==> config.mk <==
export PLATFORM = sky130hd
export DESIGN_NAME = ansi_text_console_engine_top
export DESIGN_NICKNAME = d
export VERILOG_FILES = /design/src/design/atce_pkg.sv /design/src/design/atce_esc.sv /design/src/design/atce_cursor.sv /design/src/design/atce_obuf.sv /design/src/design/ansi_text_console_engine_top.sv
export SDC_FILE = /design/constraint.sdc
export NUM_CORES = 1
export LEC_CHECK = 0
export BUFFER_PORTS_ARGS = -buffer_cell sky130_fd_sc_hd__buf_2
export CAP_MARGIN = 20
export CORE_MARGIN = 8
export CORE_UTILIZATION = 30
export DETAILED_ROUTE_END_ITERATION = 6
export GPL_TIMING_DRIVEN = 0
export PLACE_DENSITY_LB_ADDON = 0.25
export SKIP_CTS_REPAIR_TIMING = 1
export SYNTH_ARGS = -nofsm -noshare
export SYNTH_HDL_FRONTEND = slang
export SYNTH_SLANG_ARGS = --single-unit
==> constraint.sdc <==
create_clock -name clk -period 21.3 [get_ports clk]
set_input_delay 4.26 -clock clk [delete_from_list [all_inputs] [get_ports clk]]
set_output_delay 4.26 -clock clk [all_outputs]
set_load 0.02 [all_outputs]
==> src/design/atce_pkg.sv <==
// Shared types, codes and colour tables for the text console engine.
`default_nettype none

package atce_pkg;

    localparam int COL_W  = 9;
    localparam int ROW_W  = 8;
    localparam int RGB_W  = 24;
    localparam int CHAR_W = 8;
    localparam int REG_IDX_W = 2;
    localparam int OUT_DATA_W = 80;

    // Register indexes of the configuration port
    localparam logic [REG_IDX_W-1:0] REG_COLUMN_COUNT = 2'd0;
    localparam logic [REG_IDX_W-1:0] REG_ROW_COUNT    = 2'd1;
    localparam logic [REG_IDX_W-1:0] REG_DEFAULT_FORE = 2'd2;
    localparam logic [REG_IDX_W-1:0] REG_DEFAULT_BACK = 2'd3;

    localparam logic [COL_W-1:0] COLUMN_COUNT_RST = 9'd80;
    localparam logic [ROW_W-1:0] ROW_COUNT_RST    = 8'd30;
    localparam logic [RGB_W-1:0] DEFAULT_FORE_RST = 24'haaaaaa;
    localparam logic [RGB_W-1:0] DEFAULT_BACK_RST = 24'h000000;

    // Character codes
    localparam logic [CHAR_W-1:0] CH_BS     = 8'h08;
    localparam logic [CHAR_W-1:0] CH_TAB    = 8'h09;
    localparam logic [CHAR_W-1:0] CH_NL     = 8'h0a;
    localparam logic [CHAR_W-1:0] CH_ESC    = 8'h1b;
    localparam logic [CHAR_W-1:0] CH_SPACE  = 8'h20;
    localparam logic [CHAR_W-1:0] CH_SEMI   = 8'h3b;
    localparam logic [CHAR_W-1:0] CH_LBRACK = 8'h5b;
    localparam logic [CHAR_W-1:0] CH_SGR    = 8'h6d;

    // Event kinds
    localparam logic EV_DRAW   = 1'b0;
    localparam logic EV_SCROLL = 1'b1;

    typedef enum logic [1:0] {
        PH_TEXT  = 2'd0,
        PH_ESC   = 2'd1,
        PH_PARAM = 2'd2
    } esc_phase_t;

    typedef struct packed {
        logic              kind;
        logic [COL_W-1:0]  column;
        logic [ROW_W-1:0]  row;
        logic [CHAR_W-1:0] glyph;
        logic [RGB_W-1:0]  fore;
        logic [RGB_W-1:0]  back;
        logic              last;
    } result_t;

    typedef struct packed {
        logic emit;
        logic done;
    } step_t;

    localparam logic [RGB_W-1:0] PAL_NORMAL [8] = '{
        24'h000000, 24'haa0000, 24'h00aa00, 24'haa5500,
        24'h0000aa, 24'haa00aa, 24'h00aaaa, 24'haaaaaa
    };
    localparam logic [RGB_W-1:0] PAL_BRIGHT [8] = '{
        24'h555555, 24'hff5555, 24'h55ff55, 24'hffff55,
        24'h5555ff, 24'hff55ff, 24'h55ffff, 24'hffffff
    };

endpackage

`default_nettype wire

==> src/design/atce_esc.sv <==
// Escape sequence parser and current SGR colour registers.
`default_nettype none

module atce_esc (
    input  wire logic                       clk,
    input  wire logic                       rst_n,
    input  wire logic                       take,
    input  wire logic [atce_pkg::CHAR_W-1:0] char_code,
    input  wire logic [atce_pkg::RGB_W-1:0]  dflt_fore,
    input  wire logic [atce_pkg::RGB_W-1:0]  dflt_back,
    output logic                            text_mode,
    output logic [atce_pkg::RGB_W-1:0]       fore,
    output logic [atce_pkg::RGB_W-1:0]       back
);
    import atce_pkg::*;

    esc_phase_t        phase_reg, phase_next;
    logic              bad_reg, bad_next;
    logic              second_reg, second_next;
    logic [7:0]        p1_reg, p1_next;
    logic              p1_present_reg, p1_present_next;
    logic [7:0]        p2_reg, p2_next;
    logic [RGB_W-1:0]  fore_reg, fore_next;
    logic [RGB_W-1:0]  back_reg, back_next;

    logic              is_letter;
    logic              is_digit;
    logic [3:0]        digit;
    logic [7:0]        acc;
    logic [11:0]       acc_x10;
    logic [7:0]        acc_sat;

    assign is_letter = (char_code >= 8'h61 && char_code <= 8'h7a) ||
                       (char_code >= 8'h41 && char_code <= 8'h5a);
    assign is_digit  = (char_code >= 8'h30 && char_code <= 8'h39);
    assign digit     = char_code[3:0];
    assign acc       = second_reg ? p2_reg : p1_reg;
    // times ten as two shifts, saturate at 255
    assign acc_x10   = {1'b0, acc, 3'b000} + {3'b000, acc, 1'b0} + {8'd0, digit};
    assign acc_sat   = (acc_x10 > 12'd255) ? 8'hff : acc_x10[7:0];

    always_comb
    begin
        phase_next      = phase_reg;
        bad_next        = bad_reg;
        second_next     = second_reg;
        p1_next         = p1_reg;
        p1_present_next = p1_present_reg;
        p2_next         = p2_reg;
        fore_next       = fore_reg;
        back_next       = back_reg;
        if (take)
        begin
            case (phase_reg)
                PH_TEXT:
                begin
                    if (char_code == CH_ESC)
                        phase_next = PH_ESC;
                end
                PH_ESC:
                begin
                    bad_next        = (char_code != CH_LBRACK);
                    second_next     = 1'b0;
                    p1_next         = 8'd0;
                    p1_present_next = 1'b0;
                    p2_next         = 8'd0;
                    phase_next      = PH_PARAM;
                end
                default:
                begin
                    if (is_letter)
                    begin
                        phase_next = PH_TEXT;
                        if (!bad_reg && char_code == CH_SGR)
                        begin
                            if (!p1_present_reg || p1_reg == 8'd0)
                            begin
                                fore_next = dflt_fore;
                                back_next = dflt_back;
                            end
                            else if (p1_reg == 8'd1)
                            begin
                                if (p2_reg >= 8'd30 && p2_reg <= 8'd37)
                                    fore_next = PAL_BRIGHT[3'(p2_reg - 8'd30)];
                                else if (p2_reg >= 8'd40 && p2_reg <= 8'd47)
                                    back_next = PAL_BRIGHT[3'(p2_reg - 8'd40)];
                            end
                            else if (p1_reg >= 8'd30 && p1_reg <= 8'd37)
                                fore_next = PAL_NORMAL[3'(p1_reg - 8'd30)];
                            else if (p1_reg >= 8'd40 && p1_reg <= 8'd47)
                                back_next = PAL_NORMAL[3'(p1_reg - 8'd40)];
                        end
                    end
                    else if (is_digit)
                    begin
                        if (second_reg)
                            p2_next = acc_sat;
                        else
                        begin
                            p1_next         = acc_sat;
                            p1_present_next = 1'b1;
                        end
                    end
                    else if (char_code == CH_SEMI && !second_reg)
                        second_next = 1'b1;
                    else
                        bad_next = 1'b1;
                end
            endcase
        end
    end

    always_ff @(posedge clk or negedge rst_n)
    begin
        if (!rst_n)
        begin
            phase_reg      <= PH_TEXT;
            bad_reg        <= 1'b0;
            second_reg     <= 1'b0;
            p1_reg         <= 8'd0;
            p1_present_reg <= 1'b0;
            p2_reg         <= 8'd0;
            fore_reg       <= DEFAULT_FORE_RST;
            back_reg       <= DEFAULT_BACK_RST;
        end
        else
        begin
            phase_reg      <= phase_next;
            bad_reg        <= bad_next;
            second_reg     <= second_next;
            p1_reg         <= p1_next;
            p1_present_reg <= p1_present_next;
            p2_reg         <= p2_next;
            fore_reg       <= fore_next;
            back_reg       <= back_next;
        end
    end

    assign text_mode = (phase_reg == PH_TEXT);
    assign fore      = fore_reg;
    assign back      = back_reg;

    a_esc_enters_param : assert property (@(posedge clk) disable iff (!rst_n)
        (take && phase_reg == PH_ESC) |=> (phase_reg == PH_PARAM))
        else $error("escape phase did not move to parameters");
    a_colours_only_on_letter : assert property (@(posedge clk) disable iff (!rst_n)
        (!(take && phase_reg == PH_PARAM && is_letter)) |=>
        ($stable(fore_reg) && $stable(back_reg)))
        else $error("colours changed outside a final letter");
    a_no_bad_to_param : assert property (@(posedge clk) disable iff (!rst_n)
        (take && phase_reg == PH_ESC && char_code != CH_LBRACK) |=> bad_reg)
        else $error("sequence without bracket not marked bad");

endmodule

`default_nettype wire

==> src/design/atce_cursor.sv <==
// Cursor registers and per-cycle result builder for draws, tabs and scrolls.
`default_nettype none

module atce_cursor (
    input  wire logic                        clk,
    input  wire logic                        rst_n,
    input  wire logic                        take,
    input  wire logic [atce_pkg::CHAR_W-1:0]  char_code,
    input  wire logic                        text_mode,
    input  wire logic [atce_pkg::COL_W-1:0]   column_count,
    input  wire logic [atce_pkg::ROW_W-1:0]   row_count,
    input  wire logic [atce_pkg::RGB_W-1:0]   fore,
    input  wire logic [atce_pkg::RGB_W-1:0]   back,
    output atce_pkg::result_t                res,
    output atce_pkg::step_t                  ctl
);
    import atce_pkg::*;

    logic [COL_W-1:0] col_reg, col_next;
    logic [ROW_W-1:0] row_reg, row_next;
    logic             pend_reg, pend_next;

    logic [COL_W-1:0] cols;
    logic [ROW_W-1:0] rows;
    logic [COL_W-1:0] col_inc;
    logic             wrap;
    logic             nl_scroll;

    assign cols      = (column_count == '0) ? COL_W'(1) : column_count;
    assign rows      = (row_count == '0) ? ROW_W'(1) : row_count;
    assign col_inc   = col_reg + COL_W'(1);
    assign wrap      = (col_inc >= cols) || (col_inc == '0);
    assign nl_scroll = !(({1'b0, row_reg} + 9'd1) < {1'b0, rows});

    always_comb
    begin
        col_next   = col_reg;
        row_next   = row_reg;
        pend_next  = pend_reg;
        ctl.emit   = 1'b0;
        ctl.done   = 1'b1;
        res.kind   = EV_DRAW;
        res.column = col_reg;
        res.row    = row_reg;
        res.glyph  = char_code;
        res.fore   = fore;
        res.back   = back;
        res.last   = 1'b1;
        if (pend_reg)
        begin
            // scroll left over from a draw that wrapped on the last row
            ctl.emit   = 1'b1;
            res.kind   = EV_SCROLL;
            res.column = '0;
            res.row    = '0;
            res.glyph  = '0;
            res.fore   = '0;
            col_next   = '0;
            row_next   = rows - ROW_W'(1);
            pend_next  = 1'b0;
        end
        else if (text_mode && char_code != CH_ESC)
        begin
            if (char_code == CH_NL)
            begin
                col_next = '0;
                if (!nl_scroll)
                    row_next = row_reg + ROW_W'(1);
                else
                begin
                    ctl.emit   = 1'b1;
                    res.kind   = EV_SCROLL;
                    res.column = '0;
                    res.row    = '0;
                    res.glyph  = '0;
                    res.fore   = '0;
                    row_next   = rows - ROW_W'(1);
                end
            end
            else if (char_code == CH_BS)
            begin
                if (col_reg != '0)
                    col_next = col_reg - COL_W'(1);
            end
            else
            begin
                ctl.emit = 1'b1;
                if (char_code == CH_TAB)
                    res.glyph = CH_SPACE;
                if (wrap)
                begin
                    col_next = '0;
                    if (!nl_scroll)
                        row_next = row_reg + ROW_W'(1);
                    else
                    begin
                        // keep the byte held so the scroll goes out as a further word
                        pend_next = 1'b1;
                        ctl.done  = 1'b0;
                        res.last  = 1'b0;
                    end
                end
                else
                begin
                    col_next = col_inc;
                    if (char_code == CH_TAB)
                    begin
                        ctl.done = (col_inc[1:0] == 2'b00);
                        res.last = (col_inc[1:0] == 2'b00);
                    end
                end
            end
        end
    end

    always_ff @(posedge clk or negedge rst_n)
    begin
        if (!rst_n)
        begin
            col_reg  <= '0;
            row_reg  <= '0;
            pend_reg <= 1'b0;
        end
        else if (take)
        begin
            col_reg  <= col_next;
            row_reg  <= row_next;
            pend_reg <= pend_next;
        end
    end

    a_pend_gives_scroll : assert property (@(posedge clk) disable iff (!rst_n)
        pend_reg |-> (ctl.emit && res.kind == EV_SCROLL && res.last && ctl.done))
        else $error("pending scroll not issued");
    a_last_matches_done : assert property (@(posedge clk) disable iff (!rst_n)
        ctl.emit |-> (res.last == ctl.done))
        else $error("last marker disagrees with completion");
    a_pend_set_by_wrap : assert property (@(posedge clk) disable iff (!rst_n)
        $rose(pend_reg) |-> ($past(take) && $past(wrap) && $past(nl_scroll)))
        else $error("pending scroll without a wrap on the last row");

endmodule

`default_nettype wire

==> src/design/atce_obuf.sv <==
// Two-word output buffer that decouples the result stream from the receiver.
`default_nettype none

module atce_obuf (
    input  wire logic              clk,
    input  wire logic              rst_n,
    input  wire logic              push,
    input  wire atce_pkg::result_t push_word,
    output logic                   space,
    output logic                   out_valid,
    input  wire logic              out_ready,
    output atce_pkg::result_t      out_word
);
    import atce_pkg::*;

    logic    v0_reg, v0_next;
    logic    v1_reg, v1_next;
    result_t d0_reg, d0_next;
    result_t d1_reg, d1_next;
    logic    pop;

    assign pop = v0_reg && out_ready;

    always_comb
    begin
        v0_next = v0_reg;
        v1_next = v1_reg;
        d0_next = d0_reg;
        d1_next = d1_reg;
        if (pop)
        begin
            v0_next = v1_reg;
            d0_next = d1_reg;
            v1_next = 1'b0;
        end
        if (push)
        begin
            if (!v0_next)
            begin
                v0_next = 1'b1;
                d0_next = push_word;
            end
            else
            begin
                v1_next = 1'b1;
                d1_next = push_word;
            end
        end
    end

    always_ff @(posedge clk or negedge rst_n)
    begin
        if (!rst_n)
        begin
            v0_reg <= 1'b0;
            v1_reg <= 1'b0;
        end
        else
        begin
            v0_reg <= v0_next;
            v1_reg <= v1_next;
        end
    end

    always_ff @(posedge clk)
    begin
        d0_reg <= d0_next;
        d1_reg <= d1_next;
    end

    assign space     = !v1_reg;
    assign out_valid = v0_reg;
    assign out_word  = d0_reg;

    a_no_push_when_full : assert property (@(posedge clk) disable iff (!rst_n)
        v1_reg |-> !push)
        else $error("word pushed into a full buffer");
    a_skid_implies_head : assert property (@(posedge clk) disable iff (!rst_n)
        v1_reg |-> v0_reg)
        else $error("skid word held without a head word");
    a_head_holds_on_stall : assert property (@(posedge clk) disable iff (!rst_n)
        (v0_reg && !out_ready) |=> (v0_reg && d0_reg == $past(d0_reg)))
        else $error("head word lost while stalled");

endmodule

`default_nettype wire

==> src/design/ansi_text_console_engine_top.sv <==
// Top level of the ANSI SGR text console engine.
// Console bytes enter on the s_axis channel (tdata[7:0] = byte). Each byte
// yields zero to five words on m_axis: cell draws (tuser = 0) carrying the
// column, row, glyph and colours, or a scroll-up event (tuser = 1) carrying
// the clear colour. tlast marks the final word caused by one byte.
// A byte is held in an input register; the cursor logic turns it into one
// word per cycle while the output buffer has room. A printable byte that
// wraps on the last row yields a draw and then a scroll. The next byte is
// taken in the cycle its predecessor finishes, giving one byte per cycle
// for plain text while the buffer has room. A word passes the input
// register and the output buffer register before it reaches m_axis.
// Words pass through a two-word output buffer; when the receiver stalls the
// buffer fills and input is held. s_axis_tready does not depend
// combinationally on m_axis_tready.
// Reset clears the cursor, the escape parser and the buffer, and loads the
// colour and geometry registers with their defaults (80 x 30, grey on black).
// Configuration is written through cfg_we / cfg_index / cfg_data while idle.
`default_nettype none

module ansi_text_console_engine_top (
    input  wire logic                              clk,
    input  wire logic                              rst_n,
    input  wire logic                              s_axis_tvalid,
    output logic                                   s_axis_tready,
    input  wire logic [7:0]                        s_axis_tdata,  // [7:0] byte_in
    output logic                                   m_axis_tvalid,
    input  wire logic                              m_axis_tready,
    // [8:0] cell_column, [16:9] cell_row, [24:17] glyph_code,
    // [48:25] fore_rgb, [72:49] back_rgb, [79:73] zero
    output logic [atce_pkg::OUT_DATA_W-1:0]        m_axis_tdata,
    output logic                                   m_axis_tuser,  // [0] event_kind
    output logic                                   m_axis_tlast,
    input  wire logic                              cfg_we,
    input  wire logic [atce_pkg::REG_IDX_W-1:0]    cfg_index,
    input  wire logic [atce_pkg::RGB_W-1:0]        cfg_data
);
    import atce_pkg::*;

    logic [COL_W-1:0]  column_count_reg;
    logic [ROW_W-1:0]  row_count_reg;
    logic [RGB_W-1:0]  dflt_fore_reg;
    logic [RGB_W-1:0]  dflt_back_reg;

    logic              in_valid_reg, in_valid_next;
    logic [CHAR_W-1:0] in_byte_reg;

    logic              text_mode;
    logic [RGB_W-1:0]  fore;
    logic [RGB_W-1:0]  back;
    result_t           res;
    step_t             ctl;
    logic              space;
    logic              fire;
    logic              finish;
    logic              accept;
    result_t           out_word;

    // Configuration registers
    always_ff @(posedge clk or negedge rst_n)
    begin
        if (!rst_n)
        begin
            column_count_reg <= COLUMN_COUNT_RST;
            row_count_reg    <= ROW_COUNT_RST;
            dflt_fore_reg    <= DEFAULT_FORE_RST;
            dflt_back_reg    <= DEFAULT_BACK_RST;
        end
        else if (cfg_we)
        begin
            case (cfg_index)
                REG_COLUMN_COUNT: column_count_reg <= cfg_data[COL_W-1:0];
                REG_ROW_COUNT:    row_count_reg    <= cfg_data[ROW_W-1:0];
                REG_DEFAULT_FORE: dflt_fore_reg    <= cfg_data;
                REG_DEFAULT_BACK: dflt_back_reg    <= cfg_data;
                default:          ;
            endcase
        end
    end

    // Advance the held byte when its word has room, or when it makes no word
    assign fire          = in_valid_reg && (!ctl.emit || space);
    assign finish        = fire && ctl.done;
    assign s_axis_tready = !in_valid_reg || finish;
    assign accept        = s_axis_tvalid && s_axis_tready;

    always_comb
    begin
        in_valid_next = in_valid_reg;
        if (accept)
            in_valid_next = 1'b1;
        else if (finish)
            in_valid_next = 1'b0;
    end

    always_ff @(posedge clk or negedge rst_n)
    begin
        if (!rst_n)
            in_valid_reg <= 1'b0;
        else
            in_valid_reg <= in_valid_next;
    end

    always_ff @(posedge clk)
    begin
        if (accept)
            in_byte_reg <= s_axis_tdata;
    end

    atce_esc u_esc (
        .clk       (clk),
        .rst_n     (rst_n),
        .take      (fire),
        .char_code (in_byte_reg),
        .dflt_fore (dflt_fore_reg),
        .dflt_back (dflt_back_reg),
        .text_mode (text_mode),
        .fore      (fore),
        .back      (back)
    );

    atce_cursor u_cursor (
        .clk          (clk),
        .rst_n        (rst_n),
        .take         (fire),
        .char_code    (in_byte_reg),
        .text_mode    (text_mode),
        .column_count (column_count_reg),
        .row_count    (row_count_reg),
        .fore         (fore),
        .back         (back),
        .res          (res),
        .ctl          (ctl)
    );

    atce_obuf u_obuf (
        .clk       (clk),
        .rst_n     (rst_n),
        .push      (fire && ctl.emit),
        .push_word (res),
        .space     (space),
        .out_valid (m_axis_tvalid),
        .out_ready (m_axis_tready),
        .out_word  (out_word)
    );

    assign m_axis_tdata = {7'd0, out_word.back, out_word.fore, out_word.glyph,
                           out_word.row, out_word.column};
    assign m_axis_tuser = out_word.kind;
    assign m_axis_tlast = out_word.last;

    a_byte_holds : assert property (@(posedge clk) disable iff (!rst_n)
        (in_valid_reg && !finish) |=> (in_valid_reg && in_byte_reg == $past(in_byte_reg)))
        else $error("held byte changed before it finished");
    a_no_push_when_stalled : assert property (@(posedge clk) disable iff (!rst_n)
        (in_valid_reg && ctl.emit && !space) |-> !fire)
        else $error("byte advanced with no room for its word");
    a_done_frees_input : assert property (@(posedge clk) disable iff (!rst_n)
        (finish && !accept) |=> !in_valid_reg)
        else $error("finished byte still held");

endmodule

`default_nettype wire

==> flow_results.org <==
** Outcome
- Run status :: finished, violations left
- Failing checks :: DRC

** Drt
- The final layout contains routed wiring with a total length of around 40000 microns.
- Via-to-Cell Ratio :: 4.87
- The first routing iteration left 614 violations.
- # DRC :: 2
- Post-DR wirelength/cell :: 18.9 microns
- Number of iterations in the first detailed-routing pass :: 7
- Number of nets with antenna violations after detailed routing :: 0
- Summing over every cut layer, the via total after detailed routing is between 10000 and 15000.

** Synth
- Of the total synthesized cell area, the portion taken by AND, OR, NAND and NOR gates is 0.0996.
- dfrtp_1 takes more of the synthesized area than any other cell.
- The netlist uses 70 different library cells.
- The synthesized design contains approximately 310 register bits.
- Of the total synthesized cell area, the portion taken by full adders, half adders and majority gates is 0.0356.
- Multiplexer fraction of the synthesized cell area :: 0.141
- Cell area after synthesis :: roughly 14000 sq um
- The commonest cells after synthesis are a21oi_1, dfrtp_1, mux2i_1.
- Leading cell types by total area after synthesis :: dfrtp_1, edfxtp_1, dfxtp_1
- Post-synthesis share of cell area spent on xor and xnor gates :: 0.0127
- Of all flip-flops after synthesis, the portion carrying an async set or reset was 0.495.
- Synthesis produced a netlist whose cell count is 1309.
- Ys flop type :: dfrtp_1
- Yosys synthesis warning count :: 0
- Syn Area/Cell :: 11.1 sq um
- Share of the yosys chip area belonging to registers :: 0.546
- Counting flops with a built-in enable in the synthesized netlist gives a little over 80.
- Of the post-synthesis cell area, the dominant cell type holds 0.216.
- Count leader, synth :: a21oi_1
- By area, the combinational part of the netlist is dominated by multiplexers.
- The share of the synthesized area in compound gates (AO/OA/AOI/OAI) came to 0.121.

** Pwr
- Worst VDD drop :: approximately 0.057 mV
- In this run the static leakage power is around 7.5 nW.
- Total power draw :: about 2.3 mW
- Pwr per Cell Area :: around 140 nW/um^2

** Floorplanning
- The die covers 55500 sq um.
- Total core area :: about 48000 sq um
- The floorplan step set the die width to between 200 and 250 microns.
- Top-level I/O count :: ~120
- For this configuration, the core starts out at a cell density of 0.304.
- The floorplan has 80 rows.
- Vertical extent of the die :: ~240 microns

** Timing
- Final max-slew violation count :: 0
- Final Hold Slack :: roughly 0.47 ns
- Share of the clock period used by the worst path :: 0.385
- Setup violations remaining at the end of the flow were counted as 0.
- Across the routed clock network, the largest skew measured is roughly 0.023 ns.
- In this run the tightest slew margin relative to its limit is 0.255.
- Setup repair after global routing left no endpoint under its margin.
- At the pin with the least slew margin, the transition time is roughly 1.1 ns.
- Total Negative Setup Slacks :: 0 ns
- Min Clock Period, post-route :: around 8.2 ns
- Max Clk Rate :: around 120 MHz
- Number of failing hold endpoints at the final stage :: 0

** Worst setup path
- Together, buffers and inverters on the worst path number 1.
- Grouping stages by cell kind, the critical path spends the most delay in compound AO/OA/AOI/OAI gates.
- In this run the worst path has a maximum fanout of 6.
- Type of the setup path with the least slack :: flip-flop to output pin
- For this design, the slowest cell found on the critical path is a211oi_1.
- Data on the critical path arrives at its endpoint at ~4.0 ns.
- The worst register-to-register path has a depth of 12.
- In this run the critical register-to-register path is launched from u_cursor.row_reg[0]$_DFFE_PN0P_.
- The worst setup path is launched from a flip-flop.
- The worst register-to-register path ends at u_obuf.d1_reg[50]$_DFFE_PP_.
- Cell mode on critical path :: ha_1
- Setup slack on the worst reg-to-reg path comes out at ~16 ns.
- The largest single stage delay on the critical path is about 0.67 ns.
- Cells along the critical path :: ha_1 -> nand3_1 -> nor2_1 -> xor2_1 -> ha_1 -> a21o_1 -> a211oi_1 -> o21ai_1 -> mux2i_1 -> o22ai_1 -> nand2_1 -> buf_2
- For the worst setup path, the data required time is ~17 ns.
- Worst setup EP type :: output pin

** Cells and area
- Final core utilization :: 0.361
- Antenna cells :: 0
- Of the cells placed in the final design, the portion with a size suffix greater than 1 is 0.233.
- Fin nets :: ~1600
- The layout has about 4800 filler cells.
- Synthesis-to-layout area growth :: 18.7%

** Hold path
- The worst hold path was traced through 0 stages.
- The path with the worst hold slack has its endpoint at u_obuf.d1_reg[14]$_DFFE_PP_.
- The worst hold path belongs to the class flip-flop to flip-flop.
- The worst hold path begins at u_esc.back[13]$_DFFE_PN0P_.

** Clock tree
- Buffers inserted during clock tree synthesis total 36.
- TritonCTS built the clock tree.
- Number of sinks handled by clock tree synthesis :: between 300 and 400
- Max Buffers Root-to-Sink :: 3
- CTS Root Cell :: clkbuf_16
- Clock H-tree levels :: 2
- After clock tree synthesis, the clock-pin slew on the worst setup and hold paths is 0.06 ns.
- Worst-Skew Late Latency :: approximately 0.54 ns

** Placed design
- Final GP Congestion :: approximately 0.86
- Port buffer count :: around 120
- Summed over all nets, the half-perimeter wirelength after detailed placement is about 30000 microns.

** Global routing
- Wire length of the first global-routing pass :: ~63000 microns
- The total overflow left after global routing is 0.
- Largest net degree at the start of global routing :: 102
- In the global route stage, overall resource usage came out at 0.143.
- The initial antenna violation count is 1.
- The via count of the first global-routing pass came to ~11000.

** Job
- Max-cap check violation count :: 0
## routing by layer
metal | vias to the layer above | track usage | part of all wire
li1 | 5006 | - | -
met2 | 200 | 0.232 | 0.47
met1 | 5067 | 0.190 | 0.46
met3 | 52 | 0.0323 | 0.050
met5 | - | 0 | 0
met4 | 0 | 0.0394 | 0.021
## worst register-to-register path, stage by stage, from the launching register on
cell and delay [ns]:
dfrtp_1 0.47, ha_1 0.23, nand3_1 0.16, nor2_1 0.16
xor2_1 0.22, ha_1 0.28, a21o_1 0.18, a211oi_1 0.67
o21ai_1 0.35, a31oi_1 0.58, clkbuf_1 0.53, clkbuf_1 0.74
and2_1 0.24
## worst max path at each step
stage | startpoint | endpoint | slack [ns] | cells past startpoint
2_1_floorplan | m_axis_tready | u_obuf.d1_reg[0]$_DFFE_PP_ | 11.08 | 3
4_1_cts | u_cursor.row_reg[0]$_DFFE_PN0P_ | s_axis_tready | 13.06 | 12
5_1_grt | u_cursor.row_reg[0]$_DFFE_PN0P_ | s_axis_tready | 12.76 | 12
6_report | u_cursor.row_reg[0]$_DFFE_PN0P_ | s_axis_tready | 13.09 | 12
3_3_place_gp | m_axis_tready | u_obuf.d1_reg[20]$_DFFE_PP_ | 6.51 | 4
3_5_place_dp | u_cursor.row_reg[0]$_DFFE_PN0P_ | s_axis_tready | 13.63 | 12
## power by group
part	internal (mW)	switching, mW
logic	0.291	0.514
clock network	0.366	0.256
registers	0.801	0.0986
## cell type report
type / instances / area, sq um / area share
plain buffers: 79 / 377 / 0.0219
repair buffers: 125 / 712 / 0.0414
flip-flops and latches: 313 / 7910 / 0.460
clock buffers: 47 / 982 / 0.0572
well taps: 615 / 769 / 0.0448
clock inverters: 19 / 211 / 0.0123
multi-input cells: 859 / 5980 / 0.348
inverters: 64 / 240 / 0.0140
## logic make-up (layout without fill, tap and decap cells)
| logic type | Yosys count | count (layout) |
|---|---|---|
| and+or+nand+nor | 284 | 284 |
| other | 1 | 7 |
| buffers and inverters | 143 | 334 |
| muxes | 193 | 193 |
| AOI/OAI and AO/OA | 314 | 314 |
| DFF | 313 | 313 |
| xor gates and xnor gates | 21 | 21 |
| adders and majority gates | 40 | 40 |
## stage by stage
stage	setup WS (ns)	area, sq um	instances
final	13.09	17200	2121
after detailed placement	13.63	16000	2055
after CTS	13.06	17200	2121
after global routing	12.76	17200	2121
after global placement	6.51	15800	2045
after floorplan	11.08	14500	1315
## placed cells by master (no fill, tap or decap), drive strengths merged, types with 5 or more instances in the layout
cell type | synthesis | final
clkinv | 0 | 13
dfrtp | 125 | 125
a211oi | 6 | 6
conb | 1 | 7
nand2 | 49 | 49
buf | 29 | 154
xnor2 | 11 | 11
mux2i | 100 | 100
or2 | 5 | 5
mux2 | 93 | 93
clkbuf | 50 | 97
edfxtp | 83 | 83
ha | 38 | 38
dfxtp | 75 | 75
inv | 64 | 65
o21a | 6 | 6
a21oi | 216 | 216
nand4 | 5 | 5
dfstp | 30 | 30
o21ai | 40 | 40
nor3 | 12 | 12
a31oi | 9 | 9
and2 | 45 | 45
xor2 | 10 | 10
a21o | 7 | 7
nor2 | 97 | 97
nand2b | 8 | 8
nand3 | 23 | 23
nor4 | 10 | 10
No activity file was read; power rests on OpenSTA's default activity.
